==> src/hw/rtl/srot_pkg.sv <==
// ----------------------------------------------------------------------------
// srot_pkg
// shared constants and types of the segment/rectangle overlap test
// ----------------------------------------------------------------------------
`timescale 1ns / 1ps

package srot_pkg;

   localparam int COORD_BITS_DEF = 24;

   // per-item flags handed from the geometry front end to the result stages
   typedef struct packed {
      logic empty;     // clipped x span is empty
      logic vertical;  // p1_x equals p2_x
   } seg_flags_type;

   // bits of a field list rounded up to whole bytes
   function automatic int byte_pad(input int bits);
      byte_pad = ((bits + 7) / 8) * 8;
   endfunction

endpackage

==> src/hw/rtl/srot_front.sv <==
// ----------------------------------------------------------------------------
// srot_front
// two-stage geometry front end: x clipping, offsets and magnitudes
// ----------------------------------------------------------------------------
`timescale 1ns / 1ps

module srot_front #(
   parameter int COORD_BITS = srot_pkg::COORD_BITS_DEF
) (
   input  logic                         clock,
   input  logic                         reset,
   input  logic                         en,
   input  logic                         in_valid,
   input  logic signed [COORD_BITS-1:0] rect_left,
   input  logic signed [COORD_BITS-1:0] rect_top,
   input  logic        [COORD_BITS-2:0] rect_width,
   input  logic        [COORD_BITS-2:0] rect_height,
   input  logic signed [COORD_BITS-1:0] p1_x,
   input  logic signed [COORD_BITS-1:0] p1_y,
   input  logic signed [COORD_BITS-1:0] p2_x,
   input  logic signed [COORD_BITS-1:0] p2_y,
   output logic                         out_valid,
   output logic        [COORD_BITS-1:0] a_lo,
   output logic        [COORD_BITS-1:0] a_hi,
   output logic        [COORD_BITS-1:0] b_mag,
   output logic        [COORD_BITS-1:0] d_mag,
   output logic                         neg_lo,
   output logic                         neg_hi,
   output srot_pkg::seg_flags_type      flags,
   output logic signed [COORD_BITS-1:0] y1_out,
   output logic signed [COORD_BITS-1:0] y2_out,
   output logic signed [COORD_BITS-1:0] top_out,
   output logic signed [COORD_BITS:0]   bot_out
);

   localparam int CB = COORD_BITS;

   // stage 1
   logic                 v1_ff;
   logic signed [CB-1:0] left_ff, top1_ff, minx_ff, maxx_ff, x1_ff, y1a_ff, y2a_ff;
   logic signed [CB:0]   rxhi_ff, ybot1_ff, dx_ff, dy_ff;
   logic signed [CB:0]   rxhi_in, ybot_in, dx_in, dy_in;

   assign rxhi_in = $signed({rect_left[CB-1], rect_left}) + $signed({2'b00, rect_width});
   assign ybot_in = $signed({rect_top[CB-1], rect_top}) + $signed({2'b00, rect_height});
   assign dx_in   = $signed({p2_x[CB-1], p2_x}) - $signed({p1_x[CB-1], p1_x});
   assign dy_in   = $signed({p2_y[CB-1], p2_y}) - $signed({p1_y[CB-1], p1_y});

   always_ff @(posedge clock) begin
      if (reset) begin
         v1_ff <= 1'b0;
      end else if (en) begin
         v1_ff <= in_valid;
      end
   end

   always_ff @(posedge clock) begin
      if (en) begin
         left_ff  <= rect_left;
         top1_ff  <= rect_top;
         rxhi_ff  <= rxhi_in;
         ybot1_ff <= ybot_in;
         minx_ff  <= (p1_x < p2_x) ? p1_x : p2_x;
         maxx_ff  <= (p1_x < p2_x) ? p2_x : p1_x;
         x1_ff    <= p1_x;
         y1a_ff   <= p1_y;
         y2a_ff   <= p2_y;
         dx_ff    <= dx_in;
         dy_ff    <= dy_in;
      end
   end

   // stage 2
   logic signed [CB-1:0] lox;
   logic signed [CB:0]   hix, dxn, dyn;
   logic signed [CB+1:0] off_lo, off_hi, off_lo_n, off_hi_n;
   logic                 v2_ff;

   assign lox      = (minx_ff < left_ff) ? left_ff : minx_ff;
   assign hix      = ($signed({maxx_ff[CB-1], maxx_ff}) > rxhi_ff)
                     ? rxhi_ff : $signed({maxx_ff[CB-1], maxx_ff});
   assign off_lo   = $signed({{2{lox[CB-1]}}, lox}) - $signed({{2{x1_ff[CB-1]}}, x1_ff});
   assign off_hi   = $signed({hix[CB], hix}) - $signed({{2{x1_ff[CB-1]}}, x1_ff});
   assign off_lo_n = -off_lo;
   assign off_hi_n = -off_hi;
   assign dxn      = -dx_ff;
   assign dyn      = -dy_ff;

   always_ff @(posedge clock) begin
      if (reset) begin
         v2_ff <= 1'b0;
      end else if (en) begin
         v2_ff <= v1_ff;
      end
   end

   always_ff @(posedge clock) begin
      if (en) begin
         a_lo           <= off_lo[CB+1] ? off_lo_n[CB-1:0] : off_lo[CB-1:0];
         a_hi           <= off_hi[CB+1] ? off_hi_n[CB-1:0] : off_hi[CB-1:0];
         b_mag          <= dy_ff[CB] ? dyn[CB-1:0] : dy_ff[CB-1:0];
         d_mag          <= dx_ff[CB] ? dxn[CB-1:0] : dx_ff[CB-1:0];
         neg_lo         <= off_lo[CB+1] ^ dy_ff[CB] ^ dx_ff[CB];
         neg_hi         <= off_hi[CB+1] ^ dy_ff[CB] ^ dx_ff[CB];
         flags.empty    <= $signed({lox[CB-1], lox}) > hix;
         flags.vertical <= (dx_ff == '0);
         y1_out         <= y1a_ff;
         y2_out         <= y2a_ff;
         top_out        <= top1_ff;
         bot_out        <= ybot1_ff;
      end
   end

   assign out_valid = v2_ff;

endmodule

==> config.mk <==
export PLATFORM = sky130hd
export DESIGN_NAME = srot_front
export DESIGN_NICKNAME = d
export VERILOG_FILES = /design/src/hw/rtl/srot_pkg.sv /design/src/hw/rtl/srot_front.sv
export SDC_FILE = /design/constraint.sdc
export NUM_CORES = 1
export LEC_CHECK = 0
export ABC_CLOCK_PERIOD_IN_PS = 12200
export BUFFER_PORTS_ARGS = -buffer_cell sky130_fd_sc_hd__buf_2
export CAP_MARGIN = 10
export CORE_UTILIZATION = 63
export CTS_CLUSTER_DIAMETER = 80
export CTS_CLUSTER_SIZE = 14
export DETAILED_ROUTE_END_ITERATION = 12
export PLACE_DENSITY = 0.87
export SLEW_MARGIN = 10
export SYNTH_ARGS = -nofsm -noshare
export SYNTH_HDL_FRONTEND = slang
export SYNTH_SLANG_ARGS = --single-unit
==> constraint.sdc <==
create_clock -name clock -period 12.2 [get_ports clock]
set_input_delay 1.83 -clock clock [delete_from_list [all_inputs] [get_ports clock]]
set_output_delay 1.83 -clock clock [all_outputs]
set_load 0.01 [all_outputs]
# After elaboration in Yosys (flattened, before gate mapping)
# Cells that the tools add are included.
word_totals:
  register_bits: 467
  inputBits: 194
op_classes:
  n_addsub: 10
  n_mux: 8
  magnitude_cmp: 4
  n_bitwise: 4
  n_reduce_logical: 1
op_table:
  columns: ["operator", "count"]
  rows:
  - ["$mux 24", 7]
  - ["$neg 24->24", 4]
  - ["$sub 24x24->25", 3]
  - ["$add 24x24->25", 2]
  - ["$gt 24x25->1", 2]
  - ["$lt 24x24->1", 2]
  - ["$sub 25x24->26", 1]
  - ["$logic_not 25->1", 1]
  - ["$mux 25", 1]
  - ["$xor 1x1->1", 4]

# Depth between registers and ports, before layout
logic_depth:
  ltp_word: 5
  mapped_depth: 26

# Worst setup path before layout
# Ideal clock, no wire load.
synth_path:
  path_type: "register -> register"
  startpoint: "reg minx_ff[9]"
  endpoint: "reg a_lo[23], data pin"
  setup_time_ns: 0.264
  path_stages_with_launch: 25
  arrival_ns: 5.840
  path_slack_ns: 6.096
  t_required_ns: 11.936
  path_cell_list: "edfxtp_1 > ha_1 > a21o_1 > a21o_1 > a21o_1 > a21o_1 > a211o_1 > a221o_1 > a221o_1 > a2111o_1 > a31oi_4 > buf_6 > mux2_2 > ha_1 > clkbuf_1 > and3_1 > nand2_1 > a2bb2oi_1 > a31oi_1 > a21oi_1 > nor2_1 > a311oi_1 > or4bb_1 > o31ai_1 > xnor2_1"
synth_between:
  elab_chain_cells: 5
synth_rtl:
  columns: ["element", "line", "source"]
  rows:
  - ["start: declaration", "srot_front.sv:40", "logic signed [CB-1:0] left_ff, top1_ff, minx_ff, maxx_ff, x1_ff, y1a_ff, y2a_ff;"]
  - ["start signal: assignment", "srot_front.sv:63", "minx_ff <= (p1_x < p2_x) ? p1_x : p2_x;"]
  - ["$lt 24x24->1", "srot_front.sv:79", "assign lox = (minx_ff < left_ff) ? left_ff : minx_ff;"]
  - ["$mux 24 *", "srot_front.sv:79", null]
  - ["$sub 24x24->25 *", "srot_front.sv:82", "assign off_lo = $signed({{2{lox[CB-1]}}, lox}) - $signed({{2{x1_ff[CB-1]}}, x1_ff});"]
  - ["$neg 24->24", "srot_front.sv:84", "assign off_lo_n = -off_lo;"]
  - ["$mux 24 *", "srot_front.sv:99", "a_lo <= off_lo[CB+1] ? off_lo_n[CB-1:0] : off_lo[CB-1:0];"]
  - ["end signal: assignment", "srot_front.sv:99", null]
  - ["end: declaration", "srot_front.sv:23", "output logic [COORD_BITS-1:0] a_lo,"]
# Every way passes the cells marked *; elsewhere a longest branch is shown, timed or not.
# A chain may end at the register's enable or synchronous reset.

# Worst setup path after layout
# Same ends and word-level chain as after synthesis.

==> impl_metrics.yaml <==
global_routing:
  grt_remaining_overflow: 0
  maximum_number_of_pins_on_one_net_before_global_route_repair: 193
  antenna_violations_before_repair: 12
  grt_pass1_wl_mm: 99.89
  first_global_vias: 18720
  grt_usage: 0.3081
clock_tree:
  postCtsSetupBuffers: 0
  htree_levels: 2
  cts_inserted_buffers: 40
  hold_buffers: 0
  clk_latency_ns: 0.59
  clock-sinks: 467
  number_of_buffers_on_the_longest_clock_path: 3
  clk_pin_slew_ns: 0.07
  cts_resized: 0
  cts_tree: "yes"
  cts_root_buf: "sky130_fd_sc_hd__clkbuf_16"
cells_and_area:
  seq_area_sq_um: 14000
  multi_input_comb_area_sq_um: 11410
  nNetsFinal: 2978
  layout-drive-gt1-share: 0.2191
  synthToLayoutAreaGrowth_pct: 14.26
  filler_instances: 2705
  utilization: 0.7317
placement:
  buffer_ports.inserted: 391
  gp_routability_congestion: 0.9971
  dp_hpwl_mm: 49.70
  preCtsSetupSlack_ns: 4.985
die:
  start_util: 0.6404
  design.die.area_sq_um: 42420
  design.portCount: 392
  rows: 74
  floorplan.die.width_um: 206.0
  core_area_sq_um: 40920
  floorplan.die.height_um: 206.0
yosys:
  seq_area_frac_synth: 0.5343
  postSynthNetCount: 2568
  synth_top_area_share: 0.5328
  number_of_synthesized_flops_with_an_enable_pin: 465
  largest_area_contributor_in_the_netlist: "sky130_fd_sc_hd__edfxtp_1"
  synth.ff_latch_count: 467
  synth-main-ff-cell: "sky130_fd_sc_hd__edfxtp_1"
  cell_area_after_synthesis_sq_um: 26210
  synth.avg_cell_area_sq_um: 12.21
  yosys_warnings: 0
  syn_inst: 2147
  synth_cell_type_count: 74
  netlist_top_cells_area: "sky130_fd_sc_hd__edfxtp_1 (53%), sky130_fd_sc_hd__ha_1 (11%), sky130_fd_sc_hd__xnor2_1 (5.5%), sky130_fd_sc_hd__mux2_2 (4.0%), sky130_fd_sc_hd__inv_1 (2.6%)"
  synth-async-reset-ratio: 0
worst_setup_path:
  worst_path_max_delay_cell: "sky130_fd_sc_hd__a31oi_4"
  worstPathArrival_ns: 7.67
  cpMostUsedCell: "sky130_fd_sc_hd__a21o_1"
  crit_chain: "ha_1 > a21o_1 > a21o_1 > a21o_1 > a21o_1 > a211o_1 > a221o_1 > a221o_1 > a2111o_1 > a31oi_4 > mux2_2 > ha_1 > a21o_1 > a211oi_1 > a21boi_0 > o21ai_0 > xnor2_1 > o211ai_1 > nor4_1 > nand3_1 > o31ai_1 > xnor2_1"
  critPathLaunchType: "register"
  cp_num_buf_inv: 0
  timing.critical_path.required_ns: 12.51
  path_class: "reg -> reg"
  critPathCaptureType: "register"
  timing.critical_path.max_delay_family: "compound AO/OA/AOI/OAI gates"
  worstPathMaxFanout: 24
  timing.critical_path.slowest_cell_delay_ns: 0.74
timing:
  final.setup.tns_ns: 0
  skew_ns: 0.03525
  layout_worst_path_cycle_share: 0.6040
  drv_slew: 0
  timing.final.hold_violations: 0
  max_slew.worst_pin.slew_ns: 1.164
  clock.fmax_ghz: 0.1357
  maxSlewHeadroom: 0.2238
  finalCriticalPeriod_ns: 7.368
  rsz0062_at_grt: "false"
  final.setup.worst_slack_ns: 4.832
  setup_violations: 0
drt:
  wl_mm: 65.54
  route.vias.total: 18820
  routedWlPerCell_um: 21.07
  drt_first_iter_violations: 1385
  drt-vias-per-instance: 6.051
  drt_pre_antenna_iters: 7
  drcViolationCount: 0
  postRouteAntennaNets: 0
pwr:
  leakage_nw: 12.60
  vdd_ir_drop_max_mv: 0.1353
  power_density_nw_per_um2: 175.1
  fin_total_pwr_w: 0.005244
flow_run:
  drv_cap: 0
hold_path:
  hold_path_class: "reg -> reg"
run_status:
  status: "complete, no violations"
[layout by cell type, fill, tap and decap left out, drive strengths merged, types with 14 or more instances in the layout]
cell type / n
o21ai: 109
a31oi: 14
or3: 19
a21o: 72
o31ai: 28
xnor2: 164
nand2b: 32
and3: 20
mux2i: 32
inv: 186
a211oi: 15
buf: 396
a21oi: 113
mux2: 94
ha: 221
edfxtp: 465
nand2: 106
o21a: 17
xor2: 35
clkbuf: 49
nand4: 25
nand3: 35
nor2b: 30
nor3: 33
a21boi: 14
nor2: 88
[flip-flops by register name (all words and copies together), names as in the netlist, 25 cells and up]
signal	cells
bot_out	25
dx_ff	25
dy_ff	25
rxhi_ff	25
ybot1_ff	25
[synthesized netlist by cell type (4+ instances only)]
cell type                     n
sky130_fd_sc_hd__o211ai_1     9
sky130_fd_sc_hd__a211o_1      4
sky130_fd_sc_hd__nand3_1     35
sky130_fd_sc_hd__o21a_1      17
sky130_fd_sc_hd__mux2_2      94
sky130_fd_sc_hd__a21oi_1    113
sky130_fd_sc_hd__nor2_1      88
sky130_fd_sc_hd__o21ai_0    107
sky130_fd_sc_hd__nand2b_1    32
sky130_fd_sc_hd__a211oi_1    14
sky130_fd_sc_hd__o41ai_1     10
sky130_fd_sc_hd__or4_1       11
sky130_fd_sc_hd__nor3_1      33
sky130_fd_sc_hd__nand4_1     25
sky130_fd_sc_hd__inv_1      185
sky130_fd_sc_hd__a41oi_1      4
sky130_fd_sc_hd__a31oi_1     13
sky130_fd_sc_hd__nor3b_1      5
sky130_fd_sc_hd__nand2_1    106
sky130_fd_sc_hd__a221o_1      6
sky130_fd_sc_hd__edfxtp_1   465
sky130_fd_sc_hd__fa_1         6
sky130_fd_sc_hd__or3_1       19
sky130_fd_sc_hd__o311ai_0     6
sky130_fd_sc_hd__nor4_1      13
sky130_fd_sc_hd__a31o_2       5
sky130_fd_sc_hd__and2_1       4
sky130_fd_sc_hd__mux2i_1     32
sky130_fd_sc_hd__and3_1      20
sky130_fd_sc_hd__o21bai_1    11
sky130_fd_sc_hd__a21o_1      72
sky130_fd_sc_hd__ha_1       221
sky130_fd_sc_hd__a21boi_0    14
sky130_fd_sc_hd__nor2b_1     30
sky130_fd_sc_hd__o31ai_1     27
sky130_fd_sc_hd__or2_2        9
sky130_fd_sc_hd__clkbuf_1    21
sky130_fd_sc_hd__a2111oi_0    7
sky130_fd_sc_hd__xor2_1      35
sky130_fd_sc_hd__xnor2_1    164
[report_power, final]
group / switching (W) / internal, W
Sequential: 0.000116 / 0.00212
Combinational: 0.00104 / 0.000779
Clock: 0.000579 / 0.000605
[final cells by class]
type,instances,area share
Antenna cell,8,0.0006685
Clock buffer,49,0.03455
Clock inverter,6,0.003301
Inverter,185,0.02319
Multi-Input combinational cell,1467,0.3811
Sequential cell,467,0.4676
Tap cell,532,0.02223
Timing Repair Buffer,396,0.06735
[layer usage]
layer	vias to the layer above	share of wire	routed length [um]	GRT usage
li1	8871	-	-	-
met3	164	0.079	5153	0.07301
met5	-	0.00047	31	0
met1	8977	0.38	25130	0.3668
met4	4	0.043	2787	0.1261
met2	804	0.49	32440	0.5348
[cell families after synthesis]
family | after synthesis | synth area share
flops | 467 | 0.5343
fa+ha+maj | 227 | 0.1101
compound gates | 473 | 0.1194
buf+inv | 213 | 0.03122
xor+xnor | 199 | 0.06650
simple gates | 442 | 0.08589
mux | 126 | 0.05261
[through the flow]
stage	hold WS [ns]	cell area (sq um)	instances
after floorplan	0.4003	26210	2147
after detailed placement	0.4045	28790	3047
after CTS	0.4153	29930	3102
after global routing	0.4190	29940	3109
after global placement	0.4008	28790	3047
final	0.4120	29950	3110
[path summary, 6_finish.rpt]
check / start / to / slack (ns) / cells past startpoint
max: minx_ff[9] / a_lo[23] / 4.83 / 22
min: ybot1_ff[22] / bot_out[22] / 0.41 / 0
max reg2reg: minx_ff[9] / a_lo[23] / 4.83 / 22
min reg2reg: ybot1_ff[22] / bot_out[22] / 0.41 / 0
No activity file was read; power rests on OpenSTA's default activity.
